===== config.mk =====
export PLATFORM = sky130hd
export DESIGN_NAME = mjg_row_mem
export DESIGN_NICKNAME = d
export VERILOG_FILES = /design/src/mjg_pkg.sv /design/src/mjg_row_mem.sv
export SDC_FILE = /design/constraint.sdc
export NUM_CORES = 2
export LEC_CHECK = 0
export BUFFER_PORTS_ARGS = -buffer_cell sky130_fd_sc_hd__buf_2
export CAP_MARGIN = 20
export CORE_ASPECT_RATIO = 0.7
export CORE_UTILIZATION = 29
export DETAILED_ROUTE_END_ITERATION = 8
export PLACE_DENSITY = 0.39
export SLEW_MARGIN = 30
export SYNTH_ARGS = -nofsm -noshare
export SYNTH_HDL_FRONTEND = slang
export SYNTH_SLANG_ARGS = --single-unit

===== constraint.sdc =====
create_clock -name clk -period 8.4 [get_ports clk]
set_input_delay 1.68 -clock clk [delete_from_list [all_inputs] [get_ports clk]]
set_output_delay 1.68 -clock clk [all_outputs]
set_load 0.05 [all_outputs]

===== src/mjg_pkg.sv =====
package mjg_pkg;

  // Default geometry limits of the image.
  localparam int DEF_MAX_WIDTH  = 1024;
  localparam int DEF_MAX_HEIGHT = 1024;

  // Configuration port.
  localparam int APB_ADDR_W = 3;
  localparam int APB_DATA_W = 32;
  localparam logic REG_IMAGE_WIDTH = 1'b0;

  localparam int WIDTH_REG_W = 11;
  localparam logic [WIDTH_REG_W-1:0] WIDTH_RESET = 11'd1024;

  // Result field widths.
  localparam int COORD_W      = 10;
  localparam int ROW_WEIGHT_W = 11;

  typedef struct packed {
    logic [COORD_W-1:0]             node_row;
    logic [COORD_W-1:0]             node_col;
    logic                           first_node;
    logic                           row_link_valid;
    logic [COORD_W-1:0]             row_link_col;
    logic signed [ROW_WEIGHT_W-1:0] row_weight;
    logic                           col_link_valid;
    logic [COORD_W-1:0]             col_link_row;
    logic [COORD_W-1:0]             col_weight;
  } result_t;

endpackage


===== src/mjg_row_mem.sv =====
module mjg_row_mem #(
  parameter int ADDR_W = $clog2(mjg_pkg::DEF_MAX_WIDTH) + 1
) (
  input  logic              clk,
  input  logic              wr_en,
  input  logic [ADDR_W-1:0] wr_addr,
  input  logic              wr_data,
  input  logic [ADDR_W-1:0] rd_a_addr,
  input  logic [ADDR_W-1:0] rd_b_addr,
  output logic              rd_a_data,
  output logic              rd_b_data
);

  localparam int DEPTH = 1 << ADDR_W;

  logic mem [DEPTH];
  logic mem_a;
  logic mem_b;
  logic fwd_a;
  logic fwd_b;
  logic fwd_data;

  always_ff @(posedge clk) begin
    if (wr_en) begin
      mem[wr_addr] <= wr_data;
    end
    mem_a <= mem[rd_a_addr];
    mem_b <= mem[rd_b_addr];
  end

  // A write landing on an address read at the same edge is passed through.
  always_ff @(posedge clk) begin
    fwd_a    <= wr_en && (wr_addr == rd_a_addr);
    fwd_b    <= wr_en && (wr_addr == rd_b_addr);
    fwd_data <= wr_data;
  end

  assign rd_a_data = fwd_a ? fwd_data : mem_a;
  assign rd_b_data = fwd_b ? fwd_data : mem_b;

endmodule


==> summary.md <==
| Metric | Value |
|---|---|
| Status | `finished, final reports clean` |
| Fmax | `169 MHz` |
| Core Region | `364000 um^2` |
| GRT overflow | `0` |
| Commonest non-fill, non-tap cell in the layout | `nor2_1` |
| R2r startpoint | `mem[540]` |
| Initial Utilization | `29.2%` |
| Final Power | `0.0237 W` |
| Yosys warnings | `0` |
| Most used flip-flop cell after synthesis | `edfxtp_1` |
| Crit start category | `input pin` |
| Crit path largest cell delay | `0.82 ns` |
| Peak supply drop | `0.170 mV` |
| Post-Synth Adder-Cell Area | `0%` |
| Reg2Reg Setup Slack | `4.60 ns` |
| R2R depth | `9` |
| Slew HR | `22.4%` |
| # nets final | `7616` |
| Layout cell share with drive strength beyond 1 | `19.8%` |
| CTS Root Cell | `clkbuf_16` |
| Post-route DRC | `0` |
| Final wirelength | `491 mm` |
| Largest net degree at the start of global routing | `236` |
| Area occupied by multi-input gates | `41500 um^2` |
| Post-route ant nets | `0` |
| Total negative slack | `0 ns` |
| Clock transition at the registers of the reported paths | `0.07 ns` |
| Leak | `35.8 nW` |
| CTS Buf Count | `224` |
| Asr flop ratio synth | `0%` |
| Layout Cells excl Fill | `12600` |
| CP Capture Type | `flip-flop` |
| Distinct cells, synth | `69` |
| Full die area | `370000 um^2` |
| Syn_nets | `7857` |
| Cells after DPL | `12200` |
| Hold Path Class | `input pin to flip-flop` |
| First-pass GRT wire length | `657 mm` |
| Clock buffer depth | `4` |
| Setup-failing EPs final | `0` |
| Total track usage | `25.9%` |
| Post-Synth Simple-Gate Area | `10.5%` |
| Vias per cell | `5.97` |
| Post-CTS Setup Bufs | `0` |
| Total of max-cap violations | `0` |
| Final worst path period need | `5.92 ns` |
| Post-CTS Hold Buffers | `0` |
| CTS tree | `done` |
| Largest family of logic cells by synthesized area | `multiplexers` |
| Number of global-route vias before repair | `72100` |
| CP cell instances | `buf_6, nand2b_4, buf_12, buf_4, o221ai_1, o221ai_1, o211ai_1, buf_6, nand4_1, nor4_1, nand4_1, o41ai_2, or3_1` |
| Post-synth EDFFs | `2048` |
| Iteration-0 DRC Markers | `11100` |
| Synth Instances | `7821` |
| DRT Pass-1 Iters | `7` |
| Worst R2R End | `mem_a` |
| Critical path startpoint | `rd_a_addr[2]` |
| Crit path kind | `input pin to flip-flop` |
| Worst endpoint required time | `9.28 ns` |
| Area Overhead vs Synth | `12.4%` |
| Port Buf Inserts | `37` |
| CP max-delay cell | `nor4_1` |
| Worst setup endpoint | `mem_a` |
| DP HPWL | `299 mm` |
| Xor and xnor area share after synthesis | `0.181%` |
| Worst hold slack | `1.26 ns` |
| Tightest Pin Transition | `1.16 ns` |
| Die width | `726 um` |
| Flops & latches, synth | `2053` |
| Fillers | `36000` |
| GP Congestion | `0.902` |
| Crit Path Max Fanout | `49` |
| Post-CTS Resized | `0` |
| Die H | `509 um` |
| Period utilisation layout | `70.4%` |
| Avg Cell Area, Syn | `13.6 um^2` |
| WL/cell | `38.8 um` |
| Arrival @ worst endpoint | `6.79 ns` |
| # IOs | `38` |
| Register area share after synthesis | `57.8%` |
| Initial antenna violation count | `59` |
| RSZ-0062 raised after global routing | `false` |
| # rows | `185` |
| Sink Count | `2053` |
| DR vias | `75500` |
| Pwr dens | `198 nW/um^2` |
| FF+latch area | `61600 um^2` |
| Post-synthesis mux area share | `22.7%` |
| Most frequent cells in the layout | `nor2_1 (2129), edfxtp_1 (2048), mux4_2 (772)` |
| Later-pin clock latency in the skew report | `0.93 ns` |
| Syn Std Cell Area | `106000 um^2` |
| Clk_skew | `0.0581 ns` |
| H-tree depth | `4` |
| Compound-Gate Fraction of Synth Area | `4.96%` |
| Pins Over Slew Limit | `0` |
| Final hold violation count | `0` |
where the power goes:
group | switching, W | internal (W)
Sequential | 0.00000384 | 0.0113
Combinational | 0.00151 | 0.000675
Clock | 0.00451 | 0.00574
synthesized netlist by cell type, drive strengths merged (5+ instances only):
cell | instances | area, um^2
or3 | 13 | 81.3
buf | 290 | 2050
a2111oi | 22 | 193
a211o | 7 | 61.3
nor4b | 5 | 43.8
or4 | 7 | 52.6
and3 | 11 | 68.8
o221ai | 236 | 2070
mux4 | 797 | 18000
a211oi | 18 | 135
mux2 | 17 | 191
nand2b | 7 | 43.8
o31ai | 6 | 45.0
nor3 | 134 | 671
nor2b | 16 | 100
nand2 | 232 | 871
nor4 | 50 | 313
a311oi | 5 | 43.8
edfxtp | 2048 | 61500
nor3b | 12 | 90.1
inv | 10 | 37.5
a22oi | 28 | 210
a21oi | 140 | 701
and3b | 7 | 61.3
clkbuf | 519 | 1960
a31oi | 20 | 125
o2111ai | 7 | 61.3
dfxtp | 5 | 100
o32ai | 13 | 114
nor2 | 2135 | 8010
nand4 | 37 | 231
nand3 | 72 | 360
o211ai | 8 | 60.1
xnor2 | 22 | 193
o21ai | 99 | 495
mux2i | 595 | 5960
o22ai | 122 | 763
and2 | 14 | 87.6
state kept, by name, indices dropped and copies added, names as in the netlist:
| name | flops |
|---|---|
| fwd_a | 1 |
| fwd_b | 1 |
| fwd_data | 1 |
| mem | 2048 |
| mem_a | 1 |
| mem_b | 1 |
critical path, delay by kind of cell:
kind	cells	cell delay, ns
simple gates	5	2.21
buf+inv	4	1.33
compound gates	4	1.38
area by class of cell:
| cell class | instances | area share [%] |
|---|---|---|
| sequential | 2053 | 51.4 |
| timing repair buffer | 342 | 2.75 |
| antenna | 19 | 0.0397 |
| tap | 4862 | 5.08 |
| clock buffer | 280 | 4.89 |
| inverter | 10 | 0.0481 |
| multi-input combinational | 4949 | 34.7 |
| clock inverter | 125 | 1.06 |
worst min-delay path by stage:
stage	to	from	cells after the start	slack (ns)
2_1_floorplan	mem_b	mem[1969]	7	0.97
5_1_grt	fwd_b	wr_addr[8]	4	1.28
3_3_place_gp	mem_a	mem[1971]	8	1.45
3_5_place_dp	mem_a	mem[1969]	8	1.43
4_1_cts	fwd_b	wr_addr[9]	4	1.22
6_report	fwd_b	wr_addr[9]	4	1.26
per-layer routing:
metal	share of wire (%)	wire length (um)	vias to the layer above	track usage, %
met5	0.018	86	-	0
met4	2.7	13300	14	6.40
met3	10	50200	668	6.30
met2	41	202000	4060	36.6
met1	46	225000	41000	39.4
li1	-	-	29700	-
cell families (layout without fill, tap and decap cells):
family	count (synthesis)	after routing
AND/OR/NAND/NOR	2764	2764
flip-flops	2053	2053
multiplexers	1409	1409
buffers and inverters	819	757
AO/OA/AOI/OAI	754	754
XOR/XNOR	22	22
other	0	19
through the flow:
stage               instance area [um^2]  setup slack, ns  util, %
finish                            120000             2.48     32.9
global route                      120000             2.56     32.9
CTS                               120000             2.69     32.8
detailed placement                112000             1.72     30.9
global placement                  112000             1.29     30.8
floorplan                         106000             4.12        -
No activity file was read; power rests on OpenSTA's default activity.
