$ cat config.mk
export PLATFORM = sky130hd
export DESIGN_NAME = mjg_out_fifo
export DESIGN_NICKNAME = d
export VERILOG_FILES = /design/src/mjg_pkg.sv /design/src/mjg_out_fifo.sv
export SDC_FILE = /design/constraint.sdc
export NUM_CORES = 1
export LEC_CHECK = 0
export ABC_AREA = 1
export BUFFER_PORTS_ARGS = -buffer_cell sky130_fd_sc_hd__buf_4
export CORE_MARGIN = 4
export CORE_UTILIZATION = 52
export DETAILED_ROUTE_END_ITERATION = 16
export GPL_ROUTABILITY_DRIVEN = 0
export PLACE_DENSITY = 0.79
export SETUP_SLACK_MARGIN = 0.1
export SYNTH_ARGS = -nofsm -noshare
export SYNTH_HDL_FRONTEND = slang
export SYNTH_SLANG_ARGS = --single-unit
$ cat constraint.sdc
create_clock -name clk -period 4.8 [get_ports clk]
set_input_delay 0.48 -clock clk [delete_from_list [all_inputs] [get_ports clk]]
set_output_delay 0.48 -clock clk [all_outputs]
set_load 0.1 [all_outputs]
$ cat src/mjg_pkg.sv
package mjg_pkg;

  // Default geometry limits of the image.
  localparam int DEF_MAX_WIDTH  = 1024;
  localparam int DEF_MAX_HEIGHT = 1024;

  // Configuration port.
  localparam int APB_ADDR_W = 3;
  localparam int APB_DATA_W = 32;
  localparam logic REG_IMAGE_WIDTH = 1'b0;

  localparam int WIDTH_REG_W = 11;
  localparam logic [WIDTH_REG_W-1:0] WIDTH_RESET = 11'd1024;

  // Result field widths.
  localparam int COORD_W      = 10;
  localparam int ROW_WEIGHT_W = 11;

  typedef struct packed {
    logic [COORD_W-1:0]             node_row;
    logic [COORD_W-1:0]             node_col;
    logic                           first_node;
    logic                           row_link_valid;
    logic [COORD_W-1:0]             row_link_col;
    logic signed [ROW_WEIGHT_W-1:0] row_weight;
    logic                           col_link_valid;
    logic [COORD_W-1:0]             col_link_row;
    logic [COORD_W-1:0]             col_weight;
  } result_t;

endpackage

$ cat src/mjg_out_fifo.sv
module mjg_out_fifo (
  input  logic             clk,
  input  logic             rst,
  input  logic             push,
  input  mjg_pkg::result_t push_data,
  input  logic             pop,
  output logic             valid,
  output logic             full,
  output mjg_pkg::result_t head
);

  mjg_pkg::result_t slot [2];
  logic             wr_ptr;
  logic             rd_ptr;
  logic [1:0]       count;
  logic [1:0]       count_next;
  logic             pop_ok;

  assign valid  = count != 2'd0;
  assign full   = count == 2'd2;
  assign pop_ok = pop && valid;
  assign head   = slot[rd_ptr];

  always_comb begin
    case ({push, pop_ok})
      2'b10:   count_next = count + 2'd1;
      2'b01:   count_next = count - 2'd1;
      default: count_next = count;
    endcase
  end

  always_ff @(posedge clk) begin
    if (rst) begin
      wr_ptr <= 1'b0;
      rd_ptr <= 1'b0;
      count  <= 2'd0;
    end else begin
      if (push) begin
        wr_ptr <= ~wr_ptr;
      end
      if (pop_ok) begin
        rd_ptr <= ~rd_ptr;
      end
      count <= count_next;
    end
  end

  always_ff @(posedge clk) begin
    if (push) begin
      slot[wr_ptr] <= push_data;
    end
  end

endmodule

==> impl_metrics.tcl, run 1 <==
set metrics [dict create \
    whs_path_depth 2 \
    vias_per_cell 4.809 \
    hp-class "in -> reg" \
    hold_viol 0 \
    vias 2549 \
    holdBufCountCts 0 \
    grt_pass1_vias 2585 \
    synth_cells 236 \
    p_leak_nw 2.689 \
    chipWidth_um 107.6 \
    endpoint_kind "primary output" \
    rows 36 \
    wirelength_um 8512 \
    vdd_ir_drop_max_uv 266.4 \
    routedWlPerCell_um 16.06 \
    yosys_warnings 0 \
    n_antenna_cell 0 \
    antenna_found_initial 0 \
    pin_count 134 \
    drc_errors 0 \
    tightestPinTransition_ns 1.137 \
    hold_slack_ns 0.1461 \
    path_max_fanout 41 \
    area_growth_pct 30.69 \
    crit_type "reg -> out" \
    yosys-top-cells-area "edfxtp_1, mux2_4, buf_12" \
    ys_seq_area_share_pct 76.47 \
    start_util_pct 53.01 \
    cp_data_required_time_ns 4.32 \
    synthDistinctLibCells 14 \
    cts_root_buffer "clkbuf_8" \
    fp.dieH_um 107.6 \
    maxSlewViolCount 0 \
    skew_ns 0.009571 \
    p_per_area_nw_per_um2 499.9 \
    groute.usage.overall_pct 15.30 \
    hp-start "rst" \
    worstReg2RegEnd "slot[0][58]$_DFFE_PP_" \
    min_period_ns 2.929 \
    h-tree-depth 4 \
    avgSynthCellArea_um2 21.85 \
    finalCritPeriodShare_pct 61.02 \
    clock_latency_ns 0.50 \
    ant_nets 0 \
    finalSetupViolations 0 \
    reg2reg_from "wr_ptr$_SDFFE_PP0P_" \
    cts_tree "yes" \
    drt-initial-drc-count 104 \
    start_kind "register" \
    slew_headroom_pct 24.00 \
    clockBufferDepth 2 \
    layout-drive-gt1-share_pct 57.68 \
    setup_tns_ns 0 \
    clock-sinks 133 \
    rsz0062_at_grt "false" \
    port_buffers 133 \
    nNetsFinal 453 \
    hold_end "wr_ptr$_SDFFE_PP0P_" \
    overflow 0 \
    first_pass_iters 4 \
    status "completed" \
    cap_violations 0 \
    synth_top_area_share_pct 74.53 \
    syn_area_um2 5157 \
    core_um2 9729 \
    cts-buffers-inserted 17 \
    ctsResizeCount 0 \
    dpl.hpwl_um 5859 \
    path_clk_slew_ns 0.05 \
    grt_max_degree 42 \
    die-area_um2 11580 \
    ys_seq_elements 133 \
    post_cts_buffers 0 \
    r2r_slack_ns 2.71 \
    fmax_mhz 341.4 \
    synth_area_leader_cell "edfxtp_1" \
    rr_worst_depth 2 \
    cp_data_arrival_time_ns 2.45 \
    syn_nets 305 \
    grt_pass1_wl_um 13080 \
]
## Yosys cell counts
cell type and count:
buf_12 6, o21ai_0 2, mux2_4 60, nand4_1 1, a21oi_1 1, inv_1 9
ha_1 1, mux2_2 4, dfxtp_1 5, nor3_1 1, edfxtp_1 128, nand2_1 7
nor2_1 10, buf_6 1
## cell families (layout without fill, tap and decap cells)
group / Yosys count / after routing / synth area share, %
AOI/OAI and AO/OA: 3 / 3 / 0.2910
adders and majority gates: 1 / 1 / 0.2426
buffers and inverters: 16 / 177 / 3.202
DFF: 133 / 133 / 76.47
muxes: 64 / 64 / 18.34
and+or+nand+nor: 19 / 19 / 1.456
## final cells by class
class                           instances  area, µm²
Fill cell                             667       2989
Inverter                                9      33.78
Timing Repair Buffer                  136       1021
Sequential cell                       133       3948
Multi-Input combinational cell         87       1056
Clock buffer                           21      429.2
Tap cell                              133      166.4
Clock inverter                         11      86.33
## layout by cell type, fill, tap and decap left out
cell type	synthesis	routed
clkbuf_8	0	1
bufinv_16	0	1
mux2_2	4	4
clkbuf_1	0	4
nor2_4	0	1
clkbuf_16	0	16
inv_1	9	8
inv_2	0	1
mux2_4	60	60
nor3_1	1	1
dfxtp_4	0	1
nand2_1	7	7
edfxtp_1	128	128
clkinvlp_4	0	2
clkinv_2	0	5
clkinv_1	0	2
nand4_1	1	1
o21ai_0	2	2
clkinv_4	0	1
dfxtp_1	5	4
buf_4	0	136
ha_1	1	1
nor2_1	10	9
a21oi_1	1	1
## routing by layer
layer,up-vias,global-route usage (%),part of all wire [%],wire length [µm]
met5,-,0,0,0
met3,12,6.599,7.8,660
met2,92,23.71,51,4319
met4,0,6.222,1.8,157
li1,1210,-,-,-
met1,1235,18.92,40,3375
## stage by stage
step / instance area (µm²) / setup WS [ns] / utilization [%] / power (mW) / cells
finish: 6740 / 1.871 / 69.28 / 3.369 / 530
global placement: 6225 / 2.363 / 63.98 / 2.292 / 498
global route: 6740 / 1.735 / 69.28 / 3.501 / 530
detailed placement: 6225 / 2.363 / 63.98 / 2.303 / 498
CTS: 6740 / 1.806 / 69.28 / 3.408 / 530
floorplan: 5157 / 1.089 / - / 2.153 / 236
## flip-flops by register name, indices dropped and copies added (netlist names), named ones only
name,cells
rd_ptr,1
slot,128
count,2
wr_ptr,1
## worst max path at each step
stage / from / end / slack, ns
3_3_place_gp: register / head[25] / 2.36
4_1_cts: register / head[28] / 1.81
3_5_place_dp: register / head[20] / 2.36
2_1_floorplan: push / slot[0][0]$_DFFE_PP_ / 1.09
6_report: register / head[28] / 1.87
5_1_grt: register / head[28] / 1.74
## worst max-delay path: stages (launching register included)
cell and delay [ns]:
dfxtp_4 0.83, buf_4 0.52, mux2_4 0.35, buf_4 0.24
## report_power, final
part / internal (mW) / switching [mW] / leakage [nW]
Sequential: 1.35 / 0.0426 / 1.24
Clock: 0.676 / 0.420 / 0.250
Combinational: 0.243 / 0.641 / 1.20
Total: 2.27 / 1.10 / 2.69
(Power assumes the default switching activity.)
==> run 2: changes to the inputs <==
--- a/config.mk
+++ b/config.mk
@@ -8,10 +8,10 @@
 export ABC_AREA = 1
 export BUFFER_PORTS_ARGS = -buffer_cell sky130_fd_sc_hd__buf_4
 export CORE_MARGIN = 4
-export CORE_UTILIZATION = 52
+export CORE_UTILIZATION = 47
 export DETAILED_ROUTE_END_ITERATION = 16
 export GPL_ROUTABILITY_DRIVEN = 0
-export PLACE_DENSITY = 0.79
+export PLACE_DENSITY = 0.75
 export SETUP_SLACK_MARGIN = 0.1
 export SYNTH_ARGS = -nofsm -noshare
 export SYNTH_HDL_FRONTEND = slang
==> constraint.sdc (replaced) <==
create_clock -name clk -period 2.5 [get_ports clk]
set_input_delay 0.25 -clock clk [delete_from_list [all_inputs] [get_ports clk]]
set_output_delay 0.25 -clock clk [all_outputs]
set_load 0.1 [all_outputs]
==> impl_metrics.tcl, run 2 (synthesized netlist as in run 1, its figures left out) <==
set metrics [dict create \
    grt_pass1_vias 3085 \
    drt-initial-drc-count 126 \
    finalSetupViolations 0 \
    power_frac_clock_pct 33.1 \
    rows 37 \
    p_leak_nw 3.001 \
    cts_root_buffer "clkbuf_8" \
    die-area_um2 12710 \
    path_max_fanout 33 \
    maxSlewViolCount 0 \
    path_clk_slew_ns 0.06 \
    p_int_mw 4.527 \
    first_pass_iters 4 \
    pin_count 134 \
    clockBufferDepth 2 \
    h-tree-depth 4 \
    vias 2877 \
    overflow 0 \
    drc_errors 0 \
    routedWlPerCell_um 16.38 \
    vias_per_cell 4.787 \
    path_delay_family "flip-flops" \
    tightestPinTransition_ns 0.5755 \
    cap_violations 0 \
    p_per_area_nw_per_um2 894.8 \
    setup_tns_ns 0 \
    finalCritPeriodShare_pct 91.16 \
    port_buffers 133 \
    hp-class "in -> reg" \
    reg_top3 "slot: 128 flops, count: 2 flops" \
    status "completed" \
    endpoint_kind "primary output" \
    core_um2 10510 \
    combPwrFrac_pct 27.5 \
    ant_nets 0 \
    path_cells "buf_12, mux2_2, buf_4" \
    crit_buf_inv 2 \
    min_period_ns 2.279 \
    layout_commonest_cell "buf_4" \
    n_antenna_cell 0 \
    chipWidth_um 112.8 \
    dpl.hpwl_um 6324 \
    nNetsFinal 522 \
    clock-sinks 133 \
    critPathSlowestCell "dfxtp_4" \
    hold_slack_ns 0.06477 \
    grt_max_degree 34 \
    area_growth_pct 45.32 \
    cp_data_arrival_time_ns 2.03 \
    fmax_mhz 438.8 \
    antenna_found_initial 0 \
    rsz0062_at_grt "false" \
    vdd_ir_drop_max_uv 546.4 \
    ctsResizeCount 0 \
    clock_latency_ns 0.51 \
    switchingPower_mw 2.179 \
    pwr-share-seq_pct 39.4 \
    skew_ns 0.01215 \
    finalWorstSetupSlack_ns 0.2210 \
    final_cell_mix "buf_4, edfxtp_1, dlygate4sd3_1" \
    cp_slowest_stage_delay_ns 0.59 \
    hold_viol 0 \
    switching_share_pct 32.50 \
    cp_data_required_time_ns 2.25 \
    cts_tree "yes" \
    grt_pass1_wl_um 15300 \
    start_util_pct 49.08 \
    pre_cts_ws_ns 0.7309 \
    start_kind "register" \
    slew_headroom_pct 61.54 \
    regMostFlops "slot" \
    groute.usage.overall_pct 15.69 \
    crit_type "reg -> out" \
    wirelength_um 9847 \
    largest_reg_flops 128 \
    r2r_slack_ns 0.93 \
    cts-buffers-inserted 17 \
    fp.dieH_um 112.8 \
    layout-drive-gt1-share_pct 50.11 \
]
==> run 2: worst reg2reg max path, cell delays in order (launching register included) <==
cell and delay [ns]:
dfxtp_1 0.39, nand2_1 0.09, inv_2 0.35, buf_4 0.38
==> run 2: stage by stage <==
step	cell area (µm²)	utilization, %	instances	power (mW)
2_1_floorplan	5165	-	236	4.130
3_3_place_gp	6309	60.03	505	4.434
3_5_place_dp	6309	60.03	505	4.457
4_1_cts	7495	71.32	601	6.761
5_1_grt	7495	71.32	601	6.944
6_report	7495	71.32	601	6.706
==> run 2: worst paths after layout <==
kind | end | cells after the start | start
setup / recovery | head[63] | 3 | register
hold / removal | wr_ptr$_SDFFE_PP0P_ | 3 | push
setup reg to reg | slot[1][7]$_DFFE_PP_ | 3 | wr_ptr$_SDFFE_PP0P_
hold reg to reg | rd_ptr$_SDFFE_PP0P_ | 2 | rd_ptr$_SDFFE_PP0P_
==> run 2: final cells by class <==
type | instances | area [µm²]
Clock inverter | 12 | 113.9
Clock buffer | 19 | 421.7
Timing Repair Buffer | 205 | 1752
Multi-Input combinational cell | 87 | 1056
Tap cell | 136 | 170.2
Fill cell | 635 | 3014
Sequential cell | 133 | 3948
Inverter | 9 | 33.78
==> run 2: per-layer routing <==
metal,global-route usage (%),part of all wire (%),vias up,routed length (µm)
met5,0,0,-,0
met4,5.288,1.3,0,126
met3,5.134,6.6,12,649
met2,27.92,53,110,5219
met1,17.76,39,1408,3851
li1,-,-,1347,-
==> run 2: power by group through the flow <==
stage | sequential [mW] | clock, mW | combinational (mW)
3_5_place_dp | 2.69 | 0 | 1.77
2_1_floorplan | 2.66 | 0 | 1.47
3_3_place_gp | 2.68 | 0 | 1.75
6_report | 2.64 | 2.22 | 1.84
5_1_grt | 2.65 | 2.39 | 1.90
4_1_cts | 2.64 | 2.26 | 1.85
==> run 2: timing repair <==
item,CTS,global route
endpoints found under the setup margin,0,0
endpoints found under the hold margin,129,0
hold buffers,65,0
buffers inserted,0,0
